--- config.mk ---
export PLATFORM = sky130hd
export DESIGN_NAME = tts_div
export DESIGN_NICKNAME = d
export VERILOG_FILES = /design/src/rtl/core/tts_pkg.sv /design/src/rtl/core/tts_div.sv
export VERILOG_INCLUDE_DIRS = /design/src /design/src/rtl/core
export SDC_FILE = /design/constraint.sdc
export NUM_CORES = 1
export LEC_CHECK = 0
export BUFFER_PORTS_ARGS = -buffer_cell sky130_fd_sc_hd__buf_4
export CELL_PAD_IN_SITES_DETAIL_PLACEMENT = 1
export CELL_PAD_IN_SITES_GLOBAL_PLACEMENT = 1
export CORE_ASPECT_RATIO = 1.4
export CORE_MARGIN = 2
export CORE_UTILIZATION = 47
export DETAILED_ROUTE_END_ITERATION = 12
export PLACE_DENSITY = 0.8
export SLEW_MARGIN = 15
export SYNTH_ARGS = -nofsm -noshare
export SYNTH_HDL_FRONTEND = slang
export SYNTH_SLANG_ARGS = --single-unit
export TNS_END_PERCENT = 1
--- constraint.sdc ---
create_clock -name clk -period 3.83 [get_ports clk]
set_input_delay 0.766 -clock clk [delete_from_list [all_inputs] [get_ports clk]]
set_output_delay 0.766 -clock clk [all_outputs]
set_load 0.02 [all_outputs]
--- src/rtl/core/tridiagonal_thomas_solver_defines.svh ---
// ---------------------------------------------------------------------------
// Tridiagonal solver assertion macros
// Shared assertion wrappers for the solver RTL.
// ---------------------------------------------------------------------------
`ifndef TRIDIAGONAL_THOMAS_SOLVER_DEFINES_SVH
`define TRIDIAGONAL_THOMAS_SOLVER_DEFINES_SVH

// check a property on the rising edge of clk, off while reset is held
`define TTS_ASSERT(lbl, prop, msg) \
	lbl: assert property (@(posedge clk) disable iff (!arst_n) prop) else $error(msg);

// check a property on every rising edge, reset included
`define TTS_ASSERT_ALWAYS(lbl, prop, msg) \
	lbl: assert property (@(posedge clk) prop) else $error(msg);

`endif

--- src/rtl/core/tts_pkg.sv ---
// ---------------------------------------------------------------------------
// Tridiagonal solver package
// Transaction types, sequencer states and fixed-point helpers.
// ---------------------------------------------------------------------------
`default_nettype none

package tts_pkg;

	localparam int Q_W           = 32;
	localparam int IDX_W         = 6;
	localparam int MAX_ROWS_DEF  = 64;
	localparam int FRAC_BITS_DEF = 16;

	typedef struct packed {
		logic signed [Q_W-1:0] sub_diag;
		logic signed [Q_W-1:0] main_diag;
		logic signed [Q_W-1:0] super_diag;
		logic signed [Q_W-1:0] rhs;
		logic                  last_row;
	} row_t;

	typedef struct packed {
		logic signed [Q_W-1:0] solution;
		logic [IDX_W-1:0]      row_index;
		logic                  fault;
		logic                  last_result;
	} res_t;

	typedef struct packed {
		logic signed [Q_W-1:0] val;
		logic                  flt;
	} sat_t;

	typedef enum logic [3:0] {
		S_IDLE,
		S_MULS,
		S_MULR,
		S_FIN,
		S_DIV,
		S_DWAIT,
		S_BRD,
		S_BMUL,
		S_BSUB,
		S_EMIT
	} state_t;

	// shift a full product down by the fraction bits (floor), then saturate
	function automatic sat_t q_mul_fin(input logic signed [2*Q_W-1:0] p, input int frac);
		logic signed [2*Q_W-1:0] sh;
		sat_t r;
		sh = p >>> frac;
		if (sh > 64'sh0000_0000_7fff_ffff) begin
			r.val = 32'sh7fff_ffff;
			r.flt = 1'b1;
		end else if (sh < -64'sh0000_0000_8000_0000) begin
			r.val = 32'sh8000_0000;
			r.flt = 1'b1;
		end else begin
			r.val = sh[Q_W-1:0];
			r.flt = 1'b0;
		end
		return r;
	endfunction

	// exact difference, saturated to the word
	function automatic sat_t q_sub(input logic signed [Q_W-1:0] a,
			input logic signed [Q_W-1:0] b);
		logic signed [Q_W:0] d;
		sat_t r;
		d = {a[Q_W-1], a} - {b[Q_W-1], b};
		if (d[Q_W] != d[Q_W-1]) begin
			r.val = d[Q_W] ? 32'sh8000_0000 : 32'sh7fff_ffff;
			r.flt = 1'b1;
		end else begin
			r.val = d[Q_W-1:0];
			r.flt = 1'b0;
		end
		return r;
	endfunction

endpackage

`default_nettype wire

--- src/rtl/core/tts_div.sv ---
// ---------------------------------------------------------------------------
// Fixed-point divider
// Restoring divider, one quotient bit per cycle, (num << FRAC_BITS) / den,
// truncated toward zero and saturated; zero denominator flagged.
// ---------------------------------------------------------------------------
`default_nettype none
`include "tridiagonal_thomas_solver_defines.svh"

module tts_div #(
	parameter int FRAC_BITS = tts_pkg::FRAC_BITS_DEF
) (
	input  wire logic                           clk,
	input  wire logic                           arst_n,
	input  wire logic                           start,
	input  wire logic signed [tts_pkg::Q_W-1:0] num,
	input  wire logic signed [tts_pkg::Q_W-1:0] den,
	output      logic                           done,
	output      tts_pkg::sat_t                  quot
);
	import tts_pkg::*;

	localparam int NW = Q_W + FRAC_BITS;
	localparam int QB = Q_W + 1;

	logic [NW-1:0]   n_full;
	logic [Q_W-1:0]  num_mag;
	logic [Q_W-1:0]  den_mag;
	logic            busy_q;
	logic            fin_q;
	logic            done_q;
	logic [5:0]      cnt_q;
	logic [Q_W-1:0]  dm_q;
	logic [Q_W-1:0]  rem_q;
	logic [QB-1:0]   lo_q;
	logic [QB-1:0]   q_q;
	logic            neg_q;
	logic            ovf_q;
	logic            zero_q;
	logic            npos_q;
	logic [Q_W:0]    trial;
	logic            take;
	sat_t            res_d;
	sat_t            quot_q;
	logic [QB-1:0]   qneg;

	assign num_mag = num[Q_W-1] ? Q_W'(-num) : Q_W'(num);
	assign den_mag = den[Q_W-1] ? Q_W'(-den) : Q_W'(den);
	assign n_full  = {num_mag, FRAC_BITS'(0)};
	assign trial   = {rem_q, lo_q[QB-1]};
	assign take    = trial >= {1'b0, dm_q};
	assign qneg    = QB'(-q_q);

	always_comb begin
		if (zero_q) begin
			res_d.val = npos_q ? 32'sh7fff_ffff : 32'sh8000_0000;
			res_d.flt = 1'b1;
		end else if (ovf_q || (!neg_q && q_q[QB-1:Q_W-1] != 2'b00)) begin
			res_d.val = neg_q ? 32'sh8000_0000 : 32'sh7fff_ffff;
			res_d.flt = 1'b1;
		end else if (neg_q && q_q > QB'(33'h0_8000_0000)) begin
			res_d.val = 32'sh8000_0000;
			res_d.flt = 1'b1;
		end else begin
			res_d.val = neg_q ? qneg[Q_W-1:0] : q_q[Q_W-1:0];
			res_d.flt = 1'b0;
		end
	end

	always_ff @(posedge clk or negedge arst_n) begin
		if (!arst_n) begin
			busy_q <= 1'b0;
			fin_q  <= 1'b0;
			done_q <= 1'b0;
			cnt_q  <= '0;
		end else begin
			done_q <= fin_q;
			fin_q  <= 1'b0;
			if (start) begin
				busy_q <= 1'b1;
				cnt_q  <= 6'(QB - 1);
			end else if (busy_q) begin
				cnt_q <= cnt_q - 6'd1;
				if (cnt_q == 6'd0) begin
					busy_q <= 1'b0;
					fin_q  <= 1'b1;
				end
			end
		end
	end

	always_ff @(posedge clk) begin
		if (start) begin
			dm_q   <= den_mag;
			rem_q  <= Q_W'(n_full[NW-1:QB]);
			lo_q   <= n_full[QB-1:0];
			q_q    <= '0;
			neg_q  <= num[Q_W-1] ^ den[Q_W-1];
			ovf_q  <= Q_W'(n_full[NW-1:QB]) >= den_mag;
			zero_q <= den == '0;
			npos_q <= !num[Q_W-1];
		end else if (busy_q) begin
			rem_q <= take ? Q_W'(trial - {1'b0, dm_q}) : trial[Q_W-1:0];
			lo_q  <= {lo_q[QB-2:0], 1'b0};
			q_q   <= {q_q[QB-2:0], take};
		end
		if (fin_q) begin
			quot_q <= res_d;
		end
	end

	assign done = done_q;
	assign quot = quot_q;

	`TTS_ASSERT(a_start_busy, start |=> busy_q, "divider did not start")
	`TTS_ASSERT(a_no_overlap, start |-> !busy_q && !fin_q, "divider restarted while working")
	`TTS_ASSERT(a_done_after_fin, done |-> $past(fin_q), "divider result out of sequence")

endmodule

`default_nettype wire

Word level (Yosys, flattened, before mapping)
Index checks and enable logic that the tools add are counted.

storage, ports and cells
  flip-flop bits (word level) = 160
  input bits = 67
  output and inout port bits = 34
  word-level logic and storage cells = 55

operators by class
  add/subtract/negate cells = 5
  order comparisons = 3
  multiplexer cells = 21
  bitwise gates (word level) = 1
  reductions and logical operators = 10

operators with widths
  kind                    count
  $mux W32                6
  $mux W33                5
  $neg A32 Y32            3
  $ge A33 B32 Y1          1
  $gt A33 B32 Y1 const B  1
  $ge A15 B32 Y1          1
  $logic_not A32 Y1       1
  $sub A32 B32 Y32        1
  $mux W15                2
  $mux W6                 2
  $logic_not A6 Y1        1
  $mux W1                 6
  $sub A6 B1 Y6 const B   1
  $reduce_bool A2 Y1      2
  $logic_and A1 B1 Y1     2
  $logic_not A1 Y1        2
  $reduce_or A2 Y1        1
  $logic_or A1 B1 Y1      1
  $xor A1 B1 Y1           1

Longest topological paths before layout
Gate-level depths: netlist (run 1).

  depth in word-level cells = 5
  mapped depth = 15
  mapped depth without buffers = 15

Least setup slack after synthesis (run 1)
Ideal clock, no wire load.

  path kind = in2reg
  start point = input port num[6] in the netlist's numbering
  end point = register ovf_q, data pin
  library setup time = 0.257 ns
  arrival = 4.050 ns
  data required time = 3.573 ns
  slack = -0.477 ns
  stages on the path = 14
  path buffers = 1
  cell sequence = or4_1 -> or3_1 -> or3b_1 -> clkbuf_1 -> or3_1 -> o21ai_1 -> xnor2_1 -> ha_1 -> or4_1 -> a21oi_1 -> o21ai_0 -> o211ai_1 -> a21oi_1 -> o2111a_1

on the way
  cells in the longest elaborated chain, start to end = 3

RTL lines
  element               line           text
  start, declared       tts_div.sv:15  input wire logic signed [tts_pkg::Q_W-1:0] num,
  $neg A32 Y32          tts_div.sv:46  assign num_mag = num[Q_W-1] ? Q_W'(-num) : Q_W'(num);
  $mux W32              tts_div.sv:46
  $ge A15 B32 Y1        tts_div.sv:98  ovf_q <= Q_W'(n_full[NW-1:QB]) >= den_mag;
  end signal, assigned  tts_div.sv:98
  end, declared         tts_div.sv:37  logic ovf_q;

No other way between the ends.
A chain may end at the register's enable or synchronous reset.

Worst setup path after layout (run 1)
  start point = input port num[1] in the netlist's numbering
  end point = register ovf_q, data pin

Same word-level chain as after synthesis.

==> results by group, run 1 <==
Outcome
  – Status: complete, but fails checks
  – Failing checks: setup timing

Timing
  – Pins Over Slew Limit: 0
  – Post-layout minimum cycle time: 3.926 ns
  – Maximum clock rate: 0.2547 GHz
  – Slew @ Worst Pin: between 0.7 and 0.8 ns
  – Layout Skew: approximately 0.011 ns
  – Final Setup Violations: 1
  – Max-slew headroom: 49.52%
  – Hold Fails Final Rpt: 0
  – Fin worst setup slack: -0.09630 ns
  – Period utilization: 102.5%
  – RSZ-0062 raised after global routing: yes
  – Hold_ws: 0.1426 ns

Worst setup path
  – CP Capture Type: register
  – Reg2reg setup slack: 0.37 ns
  – Worst r2r src: rem_q[13]$_DFFE_PP_
  – FF-to-FF path depth: 9
  – Critical R2R Capture: rem_q[7]$_DFFE_PP_
  – Setup CP Type: in2reg
  – Crit path max fanout: 3
  – Critical path required time: about 4.0 ns
  – Worst setup SP type: primary input
  – CP arrival: 4.12 ns

Floorplanning
  – Starting Density: 48.10%
  – Die height: 178.6 um
  – I/O Pins: 101
  – Core area: 21,280 um^2
  – Die area: 22,990 um^2
  – Die W: 128.7 um
  – Number of cell rows: 63

Power and ir drop
  – Clock Power Share: between 20% and 30%
  – Leakage: 5.246 nW
  – Total chip power: 0.007519 W
  – Internal cell power: 0.004537 W
  – Pwr dens: about 610 nW/um^2
  – Switching pwr: 0.002982 W
  – Seq pwr share: 32.0%
  – Peak VDD IR: ~0.38 mV
  – Net switching fraction of the power: 39.66%
  – Gate power share: around 44%

Layout
  – Fillers: 2,428
  – Finished Layout Cells: ~1.5k
  – Register Area: approximately 4300 um^2
  – Antenna Cells: 0
  – Area of the multi-input gates: 5618 um^2
  – Final layout net count: 1,342
  – Layout cells sized above 1: 18.70%
  – P&R area growth vs syn: 19.88%
  – Layout Utilization: ~58%

GRT
  – Largest net degree at the start of global routing: 65
  – Congestion Overflow GR: 0
  – Vias in the first global route: approximately 9.3k
  – Total GRT Usage: 25.16%
  – Global-route wire length before repair: 45,680 um
  – Antenna violations before repair: 0

Drt
  – Met2 Wirelength: 15,510 um
  – Detailed Route WL: 28,060 um
  – Max Used Layer: met4
  – Routed Antenna Nets: 0
  – Initial DRC count: 411
  – Vias/cell: 5.856
  – 1st-pass router iterations: 5
  – Drt wl/cell: 18.77 um
  – Routed via count: between 8k and 9k
  – WL met3: 897 um
  – Met1 WL: 11,040 um
  – DRC errors left: 0

Clocking
  – Worst-case clock buffer depth: 2
  – H-tree levels: 4
  – Clock Latency Late Sink: around 0.44 ns
  – Clock Sinks: 160
  – CTS tree: yes
  – Reg clk slew, reported paths: around 0.07 ns
  – Num CTS Buffers: 17
  – Hold_buf cts: 0
  – Clock root cell: clkbuf_16

Yosys
  – Number of flops mapped to enable cells by yosys: a little over 100
  – Cell variety after synth: 72
  – Mapped Avg Cell Area: 9.374 um^2
  – Cell count after synthesis: 1,092
  – Count leader, synth: nor2_1
  – Async S/R FF share, synth: under 10%
  – Top cells by area, synth: edfxtp_1 30%, dfxtp_1 9.8%, ha_1 6.4%
  – Post-synthesis sequential area ratio: 41.61%
  – Synth Warn #: 0
  – Main synth FF type: edfxtp_1
  – Leading area contributor after synthesis: edfxtp_1
  – #FFs+latches synth: 160
  – Syn nets: 1,212
  – Cell Area, Synth: 10,240 um^2
  – Most frequent cells after synthesis: 114 x nor2_1, 101 x edfxtp_1, 80 x nand2_1
  – Share of Yosys cell area claimed by the top area cell type: 29.63%

Worst hold path
  – HP Class: in2async

Place
  – Placed insts: approximately 1.5k
  – Dpl ws: -0.7428 ns
  – DP HPWL: 20,100 um
  – Routability cong.: roughly 0.88
  – I/O Buffers: 100

Run
  – Max Cap Viol: 0
==> worst max path at each step <==
| stage | cells past startpoint | end | from | slack (ns) |
|---|---|---|---|---|
| 6_report | 14 | ovf_q$_DFFE_PP_ | num[1] | -0.1 |
| 5_1_grt | 14 | ovf_q$_DFFE_PP_ | num[1] | -0.18 |
| 4_1_cts | 14 | ovf_q$_DFFE_PP_ | num[6] | -0.08 |
| 3_5_place_dp | 16 | ovf_q$_DFFE_PP_ | num[1] | -0.74 |
| 3_3_place_gp | 14 | ovf_q$_DFFE_PP_ | num[1] | -0.73 |
| 2_1_floorplan | 14 | ovf_q$_DFFE_PP_ | num[6] | -0.42 |
==> layer usage <==
metal | GRT usage, % | vias to the layer above
met4 | 8.741 | 0
met2 | 48.77 | 174
met3 | 3.989 | 49
met1 | 27.25 | 4291
met5 | 0 | -
li1 | - | 4240
==> critical path, stage by stage <==
cell and delay [ns]:
buf_4 0.11, or4_4 0.53, or3_4 0.35, or3b_4 0.41
or3_4 0.36, o21ai_2 0.13, xnor2_1 0.09, ha_2 0.19
or4_1 0.51, a21oi_1 0.12, o21ai_1 0.09, o211ai_1 0.11
a21oi_1 0.11, o2111a_1 0.24
==> kinds of logic (layout without fill, tap and decap cells) <==
family / count (synthesis) / after routing / synth area share, %
and+or+nand+nor: 327 / 327 / 15.67
AOI/OAI and AO/OA: 278 / 278 / 17.47
DFF: 160 / 160 / 41.61
xor gates and xnor gates: 116 / 116 / 9.925
muxes: 46 / 46 / 4.608
adders and majority gates: 53 / 53 / 6.552
buffers and inverters: 112 / 255 / 4.168
==> cell usage in the layout (no fill, tap or decap), types with 4 or more instances in the layout <==
| cell | n |
|---|---|
| a211oi_1 | 9 |
| or4_1 | 12 |
| nor3_1 | 22 |
| dfxtp_1 | 50 |
| o21ai_1 | 14 |
| ha_1 | 51 |
| a2111oi_0 | 5 |
| mux2i_1 | 37 |
| nand3_1 | 11 |
| nor4_1 | 7 |
| mux2_2 | 9 |
| buf_4 | 157 |
| or4_4 | 4 |
| xnor2_1 | 53 |
| o41ai_1 | 12 |
| a311oi_1 | 12 |
| nand4_1 | 9 |
| nor2_1 | 114 |
| nor2b_1 | 7 |
| a31oi_1 | 11 |
| a21o_1 | 16 |
| a21oi_1 | 54 |
| nand2_1 | 80 |
| o21bai_1 | 5 |
| o21ai_0 | 77 |
| inv_1 | 63 |
| o31ai_1 | 26 |
| clkbuf_16 | 17 |
| o21a_1 | 6 |
| and3_1 | 8 |
| o211ai_1 | 5 |
| nor3b_1 | 5 |
| dfrtp_1 | 8 |
| edfxtp_1 | 101 |
| xor2_1 | 62 |
| or3_1 | 12 |
| nand2b_1 | 11 |
| inv_8 | 6 |
==> power by group through the flow <==
stage / Sequential (W) / Combinational (W) / Clock [W]
floorplan: 0.00237 / 0.00234 / 0
global placement: 0.00241 / 0.00311 / 0
detailed placement: 0.00243 / 0.00321 / 0
CTS: 0.00240 / 0.00332 / 0.00182
global route: 0.00244 / 0.00367 / 0.00190
finish: 0.00241 / 0.00332 / 0.00179
==> state kept, by name, summed over array words and instances (netlist names) <==
signal,count
busy_q,1
cnt_q,6
dm_q,32
done,1
fin_q,1
lo_q,17
neg_q,1
npos_q,1
ovf_q,1
q_q,33
quot,33
rem_q,32
zero_q,1
==> area by class of cell <==
cell class	count	share of cell area [%]
inverters	64	1.958
clock inverters	15	1.631
clock buffers	17	3.467
flip-flops and latches	160	34.72
multi-input cells	820	45.78
well taps	260	2.651
repair buffers	159	9.789
==> stage by stage <==
| step | area, um^2 | TNS (ns) |
|---|---|---|
| after floorplan | 10250 | -0.4244 |
| after global placement | 11570 | -0.7266 |
| after detailed placement | 11570 | -0.7428 |
| after CTS | 12250 | -0.08094 |
| after global routing | 12270 | -0.1830 |
| final | 12270 | -0.09630 |
==> repair_timing <==
action / in CTS / in global routing
pin swaps: 5 / 0
gates resized for setup: 11 / 2
cloned: 0 / 0
endpoints found under the setup margin: 1 / 1
setup buffers: 1 / 0
Note: power is estimated with default switching activity, not from simulation.
==> run 2, diff against run 1 <==
--- a/config.mk
+++ b/config.mk
@@ -6,14 +6,16 @@
 export SDC_FILE = /design/constraint.sdc
 export NUM_CORES = 1
 export LEC_CHECK = 0
+export ABC_AREA = 1
 export BUFFER_PORTS_ARGS = -buffer_cell sky130_fd_sc_hd__buf_4
 export CELL_PAD_IN_SITES_DETAIL_PLACEMENT = 1
 export CELL_PAD_IN_SITES_GLOBAL_PLACEMENT = 1
 export CORE_ASPECT_RATIO = 1.4
 export CORE_MARGIN = 2
-export CORE_UTILIZATION = 47
+export CORE_UTILIZATION = 45
 export DETAILED_ROUTE_END_ITERATION = 12
-export PLACE_DENSITY = 0.8
+export GPL_ROUTABILITY_DRIVEN = 0
+export PLACE_DENSITY = 0.79
 export SLEW_MARGIN = 15
 export SYNTH_ARGS = -nofsm -noshare
 export SYNTH_HDL_FRONTEND = slang
==> run 2 against run 1 <==
The run now ends clean. Global-route usage up 0.54 points. Combinational power shrank 6.3%. Clock power fell by 3%. Utilization is 5.4 points lower. Synthesized cell count rose by 35%. Critical path depth up 12. Register-to-register slack improved by 0.61 ns. Sequential cell count stayed put. Routed wire length increased by 16%. Via count rose by 17%. Critical endpoint unchanged.
==> results by group, run 2 <==
Worst setup path
  – Critical path required time: 4.03 ns
  – CP arrival: about 3.5 ns
  – Setup CP Type: in2reg
  – Most frequent CP cell: nand2_1
  – Worst setup SP type: primary input
  – CP peak stage delay: 0.30 ns
  – Critical path's slowest cell: ha_1
  – Crit path max fanout: 4
  – CP Capture Type: register
  – FF-to-FF path depth: 10

Timing
  – Layout Skew: ~0.012 ns
  – RSZ-0062 raised after global routing: no
  – Max-slew headroom: 52.50%
  – Slew @ Worst Pin: slightly above 0.7 ns
  – Period utilization: 86.73%
  – Maximum clock rate: 0.3011 GHz
  – Final Setup Violations: 0
  – Pins Over Slew Limit: 0
  – Post-route setup TNS: 0 ns
  – Hold Fails Final Rpt: 0
  – Post-layout minimum cycle time: 3.322 ns

Yosys
  – Most frequent cells after synthesis: 349 x nand2_1, 181 x inv_1, 148 x nor2_1
  – Count leader, synth: nand2_1
  – Async S/R FF share, synth: between 5 and 6%
  – Synth Warn #: 0
  – Cell Area, Synth: around 11,000 um^2
  – Cell count after synthesis: roughly 1.5k
  – Share of Yosys cell area claimed by the top area cell type: between 20% and 30%
  – Syn nets: 1,592
  – Top cells by area, synth: edfxtp_1 27%, nand2_1 12%, dfxtp_1 9.0%
  – #FFs+latches synth: 160
  – Post-synthesis sequential area ratio: between 30% and 40%
  – Leading area contributor after synthesis: edfxtp_1
  – Mapped Avg Cell Area: between 7 and 8 um^2
  – Number of flops mapped to enable cells by yosys: 101
  – Cell variety after synth: 55
  – Main synth FF type: edfxtp_1

Drt
  – DRC errors left: 0
  – Detailed Route WL: 32,670 um
  – Routed Antenna Nets: 0
  – 1st-pass router iterations: 4
  – Routed via count: 10.22k
  – Initial DRC count: 377
  – Drt wl/cell: 17.22 um
  – Vias/cell: 5.386

Power and ir drop
  – Pwr dens: 559.1 nW/um^2
  – Internal cell power: around 0.0042 W
  – Switching pwr: 0.002952 W
  – Seq pwr share: 32.2%
  – Net switching fraction of the power: about two fifths
  – Peak VDD IR: slightly above 0.4 mV
  – Leakage: 5.745 nW
  – Clock Power Share: approximately a quarter
  – Gate power share: 43.4%

GRT
  – Congestion Overflow GR: 0
  – Vias in the first global route: 10.67k
  – Largest net degree at the start of global routing: 56
  – Total GRT Usage: between 20% and 30%
  – Antenna violations before repair: 0
  – Global-route wire length before repair: 52,310 um

Clocking
  – Worst-case clock buffer depth: 2
  – # Post-CTS Setup Buffers: 0
  – Post-CTS Resized: 0
  – H-tree levels: 4
  – CTS tree: yes
  – Clock root cell: clkbuf_16
  – Reg clk slew, reported paths: 0.07 ns
  – Hold_buf cts: 0
  – Clock Latency Late Sink: 0.45 ns
  – Clock Sinks: 160
  – Num CTS Buffers: 17

Place
  – DP HPWL: 25,420 um
  – Placed insts: roughly 1.9k
  – I/O Buffers: 100

Floorplanning
  – I/O Pins: between 100 and 150
  – Die height: 190.0 um
  – Number of cell rows: 68
  – Die W: 136.8 um
  – Die area: roughly 26,000 um^2
  – Core area: 24,500 um^2
  – Starting Density: 45.36%

Layout
  – Most frequent cells in the layout: 349 x nand2_1, 181 x inv_1, 148 x nor2_1
  – Commonest non-fill, non-tap cell in the layout: nand2_1
  – Final layout net count: 1,689
  – Finished Layout Cells: 1,897
  – P&R area growth vs syn: 15.12%
  – Fillers: 3,158
  – Antenna Cells: 0
  – Layout cells sized above 1: 12.20%

Outcome
  – Status: completed

Run
  – Max Cap Viol: 0

Worst hold path
  – HP Class: in2async
## run 2: metal layers
metal	track usage [%]	wire length, um	vias to the layer above
li1	-	-	5071
met1	28.38	13340	4910
met2	48.81	17660	179
met3	3.251	748	57
met4	10.35	919	0
met5	0	0	-
## run 2: critical path: cells and delay by family
kind	cells	cell delay, ns
adders and majority gates	2	0.47
xor gates and xnor gates	1	0.22
buffers and inverters	4	0.35
and+or+nand+nor	19	1.69
## run 2: cells by family (layout without fill, tap and decap cells)
family / after synthesis / after routing / share of synthesized area, %
AOI/OAI and AO/OA: 221 / 221 / 11.44
adders and majority gates: 53 / 53 / 6.034
and+or+nand+nor: 715 / 715 / 28.55
DFF: 160 / 160 / 38.32
xor gates and xnor gates: 94 / 94 / 7.407
buffers and inverters: 229 / 339 / 8.252
## run 2: power groups by stage
stage          registers, W  logic [W]  clock network (W)
6_report            0.00231    0.00311            0.00174
3_5_place_dp        0.00234    0.00306                  0
3_3_place_gp        0.00233    0.00297                  0
5_1_grt             0.00233    0.00347            0.00183
2_1_floorplan       0.00232    0.00224                  0
4_1_cts             0.00231    0.00310            0.00177
## run 2: final cells by class
| cell class | count | area [um^2] | share of cell area, % |
|---|---|---|---|
| clock buffers | 19 | 454.2 | 3.550 |
| well taps | 315 | 394.1 | 3.080 |
| clock inverters | 13 | 146.4 | 1.144 |
| repair buffers | 116 | 883.3 | 6.904 |
| flip-flops and latches | 160 | 4259 | 33.29 |
| inverters | 191 | 719.4 | 5.623 |
| multi-input cells | 1083 | 5938 | 46.41 |
## run 2: final timing paths
check	startpoint	endpoint	slack, ns
max	num[0]	ovf_q$_DFFE_PP_	0.51
max reg2reg	dm_q[24]$_DFFE_PP_	rem_q[14]$_DFFE_PP_	0.98
min in group clk	rem_q[26]$_SDFFE_PP0P_	rem_q[26]$_SDFFE_PP0P_	0.48
min	arst_n	cnt_q[4]$_DFFE_PN0P_	0.13
min reg2reg	rem_q[26]$_SDFFE_PP0P_	rem_q[26]$_SDFFE_PP0P_	0.48
max in group asynchronous	arst_n	done$_DFF_PN0_	3.57
## run 2: stage by stage
stage / cell area (um^2) / setup slack (ns) / hold WS [ns] / util [%] / total power (W)
3_3_place_gp: 12190 / 0.3211 / 0.4605 / 49.77 / 0.005301
3_5_place_dp: 12190 / 0.06170 / 0.4661 / 49.77 / 0.005405
4_1_cts: 12790 / 0.4839 / 0.1109 / 52.22 / 0.007183
6_report: 12790 / 0.5083 / 0.1261 / 52.22 / 0.007154
5_1_grt: 12790 / 0.1518 / 0.1153 / 52.22 / 0.007631
2_1_floorplan: 11110 / 0.6317 / 0.4428 / - / 0.004560
==> run 3, diff against run 2 <==
--- a/config.mk
+++ b/config.mk
@@ -12,10 +12,10 @@
 export CELL_PAD_IN_SITES_GLOBAL_PLACEMENT = 1
 export CORE_ASPECT_RATIO = 1.4
 export CORE_MARGIN = 2
-export CORE_UTILIZATION = 45
+export CORE_UTILIZATION = 40
 export DETAILED_ROUTE_END_ITERATION = 12
 export GPL_ROUTABILITY_DRIVEN = 0
-export PLACE_DENSITY = 0.79
+export PLACE_DENSITY = 0.72
 export SLEW_MARGIN = 15
 export SYNTH_ARGS = -nofsm -noshare
 export SYNTH_HDL_FRONTEND = slang
==> constraint.sdc (replaced) <==
create_clock -name clk -period 3.83 [get_ports clk]
set_input_delay 0.1915 -clock clk [delete_from_list [all_inputs] [get_ports clk]]
set_output_delay 0.1915 -clock clk [all_outputs]
set_load 0.02 [all_outputs]
==> run 3 against run 2 <==
Fmax rose by 8.3%. Combinational power barely moved. Register-to-register slack improved by 0.02 ns. Die area rose by 12%. Clock-buffer cell count fell by 1. Sequential share of layout area fell by 0.17 points. Setup slack improved by 0.25 ns. Non-clock buffer count fell by 1. Largest cell class unchanged.
==> results by group, run 3 (synthesized netlist as in run 2, its figures left out) <==
Timing
  – Maximum clock rate: 0.3259 GHz
  – Post-layout minimum cycle time: 3.068 ns
  – RSZ-0062 raised after global routing: no
  – Max-slew headroom: between 30% and 40%
  – Slew @ Worst Pin: between 0.9 and 1 ns
  – Hold Fails Final Rpt: 0
  – Layout Skew: 0.01200 ns
  – Pins Over Slew Limit: 0
  – Period utilization: 80.11%
  – Post-route setup TNS: 0 ns
  – Final Setup Violations: 0

Clocking
  – Clock root cell: clkbuf_16
  – Hold_buf cts: 2
  – Clock Sinks: 160
  – Num CTS Buffers: 17
  – H-tree levels: 4
  – Reg clk slew, reported paths: around 0.070 ns
  – Post-CTS Resized: 0
  – Worst-case clock buffer depth: 2
  – Clock Latency Late Sink: 0.46 ns
  – CTS tree: yes
  – # Post-CTS Setup Buffers: 0

Run
  – Max Cap Viol: 0

GRT
  – Largest net degree at the start of global routing: 41
  – Total GRT Usage: 23.15%
  – Global-route wire length before repair: ~53,000 um
  – Vias in the first global route: 10.73k
  – Antenna violations before repair: 0
  – Congestion Overflow GR: 0

Drt
  – Detailed Route WL: 32,350 um
  – Routed Antenna Nets: 0
  – Routed via count: 10.08k
  – Initial DRC count: 298
  – DRC errors left: 0
  – 1st-pass router iterations: 6
  – Drt wl/cell: between 15 and 20 um
  – Vias/cell: 5.167

Outcome
  – Status: completed

Floorplanning
  – Die height: 201.2 um
  – I/O Pins: approximately 100
  – Starting Density: 40.45%
  – Die area: between 20,000 and 30,000 um^2
  – Number of cell rows: 72
  – Core area: 27,480 um^2
  – Die W: 144.9 um

Layout
  – Commonest non-fill, non-tap cell in the layout: nand2_1
  – Final instance area: 12,860 um^2
  – Layout cells sized above 1: about an eighth
  – Most frequent cells in the layout: 349 x nand2_1, 181 x inv_1, 148 x nor2_1
  – Fillers: 3,479
  – P&R area growth vs syn: 15.70%
  – Finished Layout Cells: approximately 2.0k
  – Final layout net count: 1,688
  – Antenna Cells: 0
  – Layout Utilization: 46.80%

Power and ir drop
  – Peak VDD IR: 0.4228 mV
  – Pwr dens: 557.5 nW/um^2
  – Leakage: 5.747 nW

Place
  – I/O Buffers: 100
  – Placed insts: 1,917
  – Placed cell area: 12,230 um^2
  – DP HPWL: 25,790 um

Worst setup path
  – CP Cell Sequence: dlygate4sd3_1, buf_4, inv_1, ha_1, inv_1, nor2_1, inv_1, nand2_1, xor2_1, inv_1, ha_1, nand2_1, nor2_1, and2_1, nor2_1, nand3_1, nand2_1, nand2_1, nand2_1, nand2_1, nand2_1, nand2_1, nand3_1, nor2_1
  – Worst setup SP type: primary input
  – Critical path required time: 4.04 ns
  – CP peak stage delay: 0.53 ns
  – CP arrival: 3.27 ns
  – Setup CP Type: in2reg
  – Crit path max fanout: 5
  – Most frequent CP cell: nand2_1
  – CP Capture Type: register
  – Critical path's slowest cell: dlygate4sd3_1

Worst hold path
  – HP Class: in2reg
[run 3: cell types whose count changed in the layout (fill, tap and decap cells not counted)]
cell | before | now
clkinvlp_4 | 2 | 0
dlygate4sd3_1 | 0 | 2
clkbuf_1 | 1 | 0
inv_4 | 1 | 3
clkinv_1 | 4 | 5
inv_6 | 1 | 4
clkinv_8 | 1 | 0
buf_12 | 1 | 0
bufinv_16 | 1 | 2
clkinv_4 | 3 | 0
buf_4 | 115 | 113
[run 3: through the flow]
stage	setup WS (ns)	hold slack, ns	total power (W)
after detailed placement	0.5996	0.02177	0.005402
after global routing	0.5192	0.01526	0.007685
after floorplan	1.206	-0.1041	0.004560
after CTS	0.7798	0.0007045	0.007223
after global placement	0.7781	0.02339	0.005338
final	0.7619	0.01985	0.007170
[run 3: final cells by class]
class	instances	area (um^2)	share of cell area, %
timing repair buffer	115	868.3	6.752
inverter	191	719.4	5.594
clock inverter	14	161.4	1.255
tap	370	462.9	3.600
multi-input combinational	1083	5938	46.18
clock buffer	18	450.4	3.503
sequential	160	4259	33.12
[run 3: power by group]
part           total [W]  switching, W  leakage, nW  internal [W]
logic            0.00308       0.00200         3.92       0.00108
registers        0.00231      0.000151         1.52       0.00216
clock network    0.00178      0.000759        0.307       0.00102
total            0.00717       0.00291         5.75       0.00426
[run 3: metal layers]
layer  global-route usage (%)  share of wire, %  up-vias
li1                         -                 -     5066
met1                    26.09                41     4807
met2                    43.68                55      160
met3                    2.880               2.2       48
met4                    8.252               2.5        0
met5                        0                 0        -
[run 3: critical path, delay by kind of cell]
family	cells	cell delay (ns)
xor gates and xnor gates	1	0.21
adders and majority gates	2	0.59
buffers and inverters	6	1.02
and+or+nand+nor	15	1.26
[run 3: path summary, 6_finish.rpt]
kind	from	endpoint	slack (ns)	cells past startpoint
setup / recovery	den[0]	ovf_q$_DFFE_PP_	0.76	24
hold / removal	num[0]	lo_q[16]$_SDFFCE_PN0P_	0.02	3
setup reg to reg	rem_q[1]$_DFFE_PP_	rem_q[0]$_DFFE_PP_	1.00	12
hold reg to reg	rem_q[21]$_SDFFE_PP0P_	rem_q[21]$_SDFFE_PP0P_	0.47	2
max in group asynchronous	arst_n	cnt_q[5]$_DFFE_PN0P_	3.60	2
min in group asynchronous	arst_n	done$_DFF_PN0_	0.09	2
